`src/hdl/vdof_pkg.sv`:
```
`timescale 1ns / 1ps
// ----------------------------------------------------------------------------
// vdof_pkg
// Shared constants of the voxel dedup obstacle filter.
// ----------------------------------------------------------------------------
package vdof_pkg;

	localparam int COORD_W = 24;
	localparam int CELL_W  = 21;
	localparam int KEY_W   = 3 * CELL_W;
	localparam int KEY_SHIFT_Y = CELL_W;
	localparam int KEY_SHIFT_X = 2 * CELL_W;
	localparam int CFG_DATA_W = 16;
	localparam int CFG_IDX_W  = 3;

	// configuration register indexes
	localparam logic [CFG_IDX_W-1:0] REG_INNER  = 3'd0;
	localparam logic [CFG_IDX_W-1:0] REG_OUTER  = 3'd1;
	localparam logic [CFG_IDX_W-1:0] REG_MIN_Z  = 3'd2;
	localparam logic [CFG_IDX_W-1:0] REG_MAX_Z  = 3'd3;
	localparam logic [CFG_IDX_W-1:0] REG_VOXEL  = 3'd4;
	localparam logic [CFG_IDX_W-1:0] REG_CAP    = 3'd5;

endpackage

```
`src/hdl/vdof_floor_div.sv`:
```
`timescale 1ns / 1ps
// ----------------------------------------------------------------------------
// vdof_floor_div
// Restoring bit-serial floor division of a signed 24-bit value by an unsigned
// 16-bit divisor, one quotient bit per cycle; result masked to the cell width.
// ----------------------------------------------------------------------------
module vdof_floor_div (
	input  logic                                clk,
	input  logic                                arst_n,
	input  logic                                start,
	input  logic signed [vdof_pkg::COORD_W-1:0] dividend,
	input  logic [15:0]                         divisor,
	output logic                                busy,
	output logic                                done,
	output logic [vdof_pkg::CELL_W-1:0]         quot
);

	localparam int W = vdof_pkg::COORD_W;

	logic [W-1:0]      quo_q;
	logic [16:0]       rem_q;
	logic [4:0]        cnt_q;
	logic              neg_q;
	logic [15:0]       dvs_q;
	logic              busy_q;
	logic              done_q;
	logic [16:0]       trial;
	logic [17:0]       shifted;
	logic [W-1:0]      mag;
	logic [W-1:0]      qfin;

	assign mag = dividend[W-1] ? (~dividend + W'(1)) : dividend;
	assign shifted = {rem_q, quo_q[W-1]};
	assign trial = 17'(shifted - {2'b00, dvs_q});

	// magnitude quotient, then floor correction for a negative value with remainder
	always_comb begin
		qfin = quo_q;
		if (neg_q) begin
			qfin = ~quo_q + W'(1);
			if (rem_q != '0) qfin = qfin - W'(1);
		end
	end

	assign quot = qfin[vdof_pkg::CELL_W-1:0];
	assign busy = busy_q;
	assign done = done_q;

	// one quotient bit per cycle
	always_ff @(posedge clk or negedge arst_n) begin
		if (!arst_n) begin
			busy_q <= 1'b0;
			done_q <= 1'b0;
			cnt_q  <= '0;
		end else begin
			done_q <= 1'b0;
			if (start) begin
				busy_q <= 1'b1;
				cnt_q  <= 5'(W);
			end else if (busy_q) begin
				cnt_q <= cnt_q - 5'd1;
				if (cnt_q == 5'd1) begin
					busy_q <= 1'b0;
					done_q <= 1'b1;
				end
			end
		end
	end

	always_ff @(posedge clk) begin
		if (start) begin
			quo_q <= mag;
			rem_q <= '0;
			neg_q <= dividend[W-1];
			dvs_q <= (divisor == '0) ? 16'd1 : divisor;
		end else if (busy_q) begin
			if (shifted >= {2'b00, dvs_q}) begin
				rem_q <= trial;
				quo_q <= {quo_q[W-2:0], 1'b1};
			end else begin
				rem_q <= shifted[16:0];
				quo_q <= {quo_q[W-2:0], 1'b0};
			end
		end
	end

endmodule

```
`config.mk`:
```
export PLATFORM = sky130hd
export DESIGN_NAME = vdof_floor_div
export DESIGN_NICKNAME = d
export VERILOG_FILES = /design/src/hdl/vdof_pkg.sv /design/src/hdl/vdof_floor_div.sv
export SDC_FILE = /design/constraint.sdc
export NUM_CORES = 1
export LEC_CHECK = 0
export BUFFER_PORTS_ARGS = -buffer_cell sky130_fd_sc_hd__buf_2
export CAP_MARGIN = 15
export CORE_AREA = 2 2 113 115
export DETAILED_ROUTE_END_ITERATION = 8
export DIE_AREA = 0 0 115 117
export GPL_ROUTABILITY_DRIVEN = 0
export PLACE_DENSITY = 0.72
export SLEW_MARGIN = 10
export SYNTH_ARGS = -nofsm -noshare
export SYNTH_HDL_FRONTEND = slang
export SYNTH_SLANG_ARGS = --single-unit
```
`constraint.sdc`:
```
create_clock -name clk -period 4 [get_ports clk]
set_clock_uncertainty 0.05 [all_clocks]
set_input_delay 0.2 -clock clk [delete_from_list [all_inputs] [get_ports clk]]
set_output_delay 0.2 -clock clk [all_outputs]
set_load 0.1 [all_outputs]
```
==> impl.org <==
** Job
- Max cap viols :: 0

** Finish
- In the final layout, the share of cells above drive strength 1 is 0.197.
- Ant diodes :: 0
- The area growth from synthesis to layout is 19.0%.
- The final layout contains 739 nets.
- At the end of the flow the core is filled with cells to 0.518.

** Yosys
- Netlist area before placement :: 0.00535 mm^2
- Sorting the synthesized cells by area gives the leading types as sky130_fd_sc_hd__edfxtp_1, sky130_fd_sc_hd__dfxtp_1, sky130_fd_sc_hd__xor2_1.
- By count the netlist is led by sky130_fd_sc_hd__nor2_1, sky130_fd_sc_hd__nand2_1, sky130_fd_sc_hd__a21oi_1, sky130_fd_sc_hd__edfxtp_1, sky130_fd_sc_hd__xor2_1.
- In the synthesized netlist the dominant register cell turns out to be sky130_fd_sc_hd__edfxtp_1.
- Total of warnings raised by yosys :: 0
- Synth cell types :: 70
- Most frequent cell after synthesis :: sky130_fd_sc_hd__nor2_1
- Of all flip-flops after synthesis, the portion carrying an async set or reset was 0.108.
- The number of nets in the synthesized netlist is 693.
- Top cell type by total area after synthesis :: sky130_fd_sc_hd__edfxtp_1
- Number of flip-flops and latches in the synthesized netlist :: 65
- Synth Instances :: 628
- Averaged over all synthesized cells, the footprint is 8.53 um^2.
- Proportion of netlist area held by the largest area contributor :: 0.230
- For this run, the register share of the synthesized area comes to 0.326.
- In this run, synthesis inferred 41 flip-flops with an integrated enable.

** Timing
- At the pin with the least slew margin, the transition time is 0.890 ns.
- Max Transition Viols Final :: 0
- Dividing the final minimum period by the clock period gives 0.961.
- Once routing completed, OpenROAD measured the worst setup slack at 0.157 ns.
- For this run, the top clock speed supported by timing is 260 MHz.
- The hold violation total from the final report was 0.
- The worst pin sits at a relative slew slack of 0.407.
- Final setup violation count :: 0
- Time the final worst path needs with I/O delays and setup :: 3.84 ns

** Worst hold path
- Worst hold-check path type :: in2reg
- Cell depth of the worst hold path :: 1
- Origin of the worst min-delay path :: divisor[6]
- The path with the worst hold slack has its endpoint at dvs_q[6]$_SDFFCE_PN0P_.

** Routing
- Residual antenna-violating net count after detailed routing :: 0
- Routed via count :: 4806
- Length of the first detailed-routing pass in iterations :: 6
- For this block, the initial DRC count from the detailed router was 398.
- DRC :: 0
- Final wirelength :: 12.3 mm
- In the final routed layout, each cell accounts on average for 14.8 um.
- After detailed routing, the number of vias per cell comes to 5.80.

** Worst setup path
- Count of cells along the worst register-to-register path :: 11
- CP startpoint kind :: flip-flop
- Of all nets on the critical path, the largest fanout is 9.
- R2R Path Start :: quo_q[23]$_DFFE_PP_
- Required time reported for the critical path endpoint :: 3.75 ns
- The setup check on the worst reg-to-reg path leaves a slack of 0.76 ns.
- STA classifies the critical path endpoint as a primary output.
- Crit Path Category :: reg2out
- Critical register-to-register path endpoint :: rem_q[0]$_SDFFE_PP0P_
- Arr. time, crit path :: 3.59 ns

** Clocking
- Clock tree synthesis inserted a total of 9 buffers.
- Clock-pin slew was measured on the worst setup and hold paths at 0.06 ns.
- Number of clock sinks :: 65
- At the later pin of the worst-skew pair, clock insertion delay measures 0.34 ns.
- Clock tree from TritonCTS :: done
- In this run the deepest clock path goes through 2 buffers.
- The root buffer cell chosen for the clock tree is sky130_fd_sc_hd__clkbuf_16.
- Level count of the clock H-tree :: 3

** GRT
- Entering global routing, the biggest net connects 48 pins.
- The number of global-route vias before repair was 4454.
- For this run, the total global-route usage over all layers was measured as 0.189.
- The total overflow left after global routing is 0.
- First-pass GRT wire length :: 20.7 mm
- Initial antenna violation count :: 0

** Power
- Proportion of total power due to net switching :: 0.454
- Across the VDD grid, the largest voltage drop is 290 uV.
- Proportion of power drawn by the clock network :: 0.214
- Combinational Power Share :: 0.523
- Design internal power :: 0.00218 W
- Pwr/cell area :: 627 mW/mm^2
- Switching power :: 0.00181 W
- Seq pwr share :: 0.263
- Leakage dissipation :: 2.59 nW

** Die
- The floorplan step defined a core boundary enclosing 0.0123 mm^2.
- Die ar. :: 0.0135 mm^2
- 66 I/O pins were placed.
- Chip height :: 117 um
- The floorplan has 41 rows.
- The die is 115 um wide.
- For this configuration, the core starts out at a cell density of 0.435.

** Placed design
- I/O Buffers :: 65
- Timing analysis after detailed placement gives a worst setup slack of 0.206 ns.
- HPWL after detailed placement :: 8.96 mm

** Status
- The flow ran to the end, and the final reports show no timing, DRC or antenna violations.
repair_timing:
action	in CTS	in global routing
buffers inserted	0	5
hold endpoints to repair	18	0
setup endpoints to repair	1	1
hold buffers	12	0
gates resized for setup	3	4
pin swaps	0	3
how the worst max path moves through the flow:
stage	startpoint	endpoint	slack (ns)	cells after the start
2_1_floorplan	quo_q[0]$_DFFE_PP_	quot[9]	0.10	11
3_3_place_gp	quo_q[0]$_DFFE_PP_	quot[20]	0.44	10
3_5_place_dp	quo_q[0]$_DFFE_PP_	quot[20]	0.21	11
4_1_cts	quo_q[0]$_DFFE_PP_	quot[20]	0.07	11
5_1_grt	quo_q[0]$_DFFE_PP_	quot[20]	-0.01	11
6_report	quo_q[0]$_DFFE_PP_	quot[20]	0.16	11
through the flow:
step	setup TNS (ns)	hold slack [ns]	area [um^2]	cells	total power [W]
final	0	0.00834	6370	829	0.00399
after global routing	-0.0135	0.00900	6370	829	0.00424
after CTS	0	0.000729	6300	824	0.00397
after detailed placement	0	-0.00700	5840	796	0.00310
after global placement	0	-0.0109	5840	796	0.00304
after floorplan	0	-0.146	5440	628	0.00269
metal layers:
layer  share of wire  routed length [um]  GRT usage
met3           0.049                 609     0.0314
met4           0.019                 235     0.0763
met5               0                   0          0
met1            0.45                5490      0.244
met2            0.49                5970      0.318
power groups by stage:
stage,registers (W),clock network (W),logic [W]
global placement,0.00105,0,0.00199
global route,0.00107,0.000898,0.00227
finish,0.00105,0.000856,0.00209
detailed placement,0.00106,0,0.00204
floorplan,0.000976,0,0.00171
CTS,0.00105,0.000870,0.00206
logic make-up after synthesis:
family                     Yosys count  synth area share
AOI/OAI and AO/OA                  137             0.177
xor gates and xnor gates            64             0.105
adders and majority gates           22            0.0528
buffers and inverters               82            0.0633
DFF                                 65             0.326
muxes                               16            0.0304
and+or+nand+nor                    242             0.246
area by class of cell:
class	instances	area [um^2]
Fill cell	1104	5940
Multi-Input combinational cell	481	3400
Sequential cell	65	1750
Timing Repair Buffer	86	588
Clock buffer	11	275
Tap cell	150	188
Inverter	31	116
Clock inverter	5	57.6
layout by cell type (no fill, tap or decap), drive strengths merged, types with 18 or more instances in the layout:
cell,n
buf,74
nor2,71
nand2,45
a21oi,41
edfxtp,41
xor2,38
inv,32
xnor2,26
ha,21
nand3,20
o21ai,18
critical path, cell delays in order, from the launching register on:
cell	delay (ns)
sky130_fd_sc_hd__edfxtp_1	0.47
sky130_fd_sc_hd__inv_1	0.18
sky130_fd_sc_hd__ha_4	0.21
sky130_fd_sc_hd__nor2b_2	0.23
sky130_fd_sc_hd__buf_4	0.19
sky130_fd_sc_hd__nand4_1	0.12
sky130_fd_sc_hd__o311a_4	0.18
sky130_fd_sc_hd__or4_1	0.59
sky130_fd_sc_hd__a2111oi_4	0.37
sky130_fd_sc_hd__mux2i_1	0.32
sky130_fd_sc_hd__xor2_2	0.21
sky130_fd_sc_hd__buf_12	0.20
flip-flops by register name, summed over array words and instances, names as in the netlist:
name / count
done: 1
rem_q: 17
busy: 1
neg_q: 1
quo_q: 24
cnt_q: 5
dvs_q: 16
No activity file was read; power rests on OpenSTA's default activity.
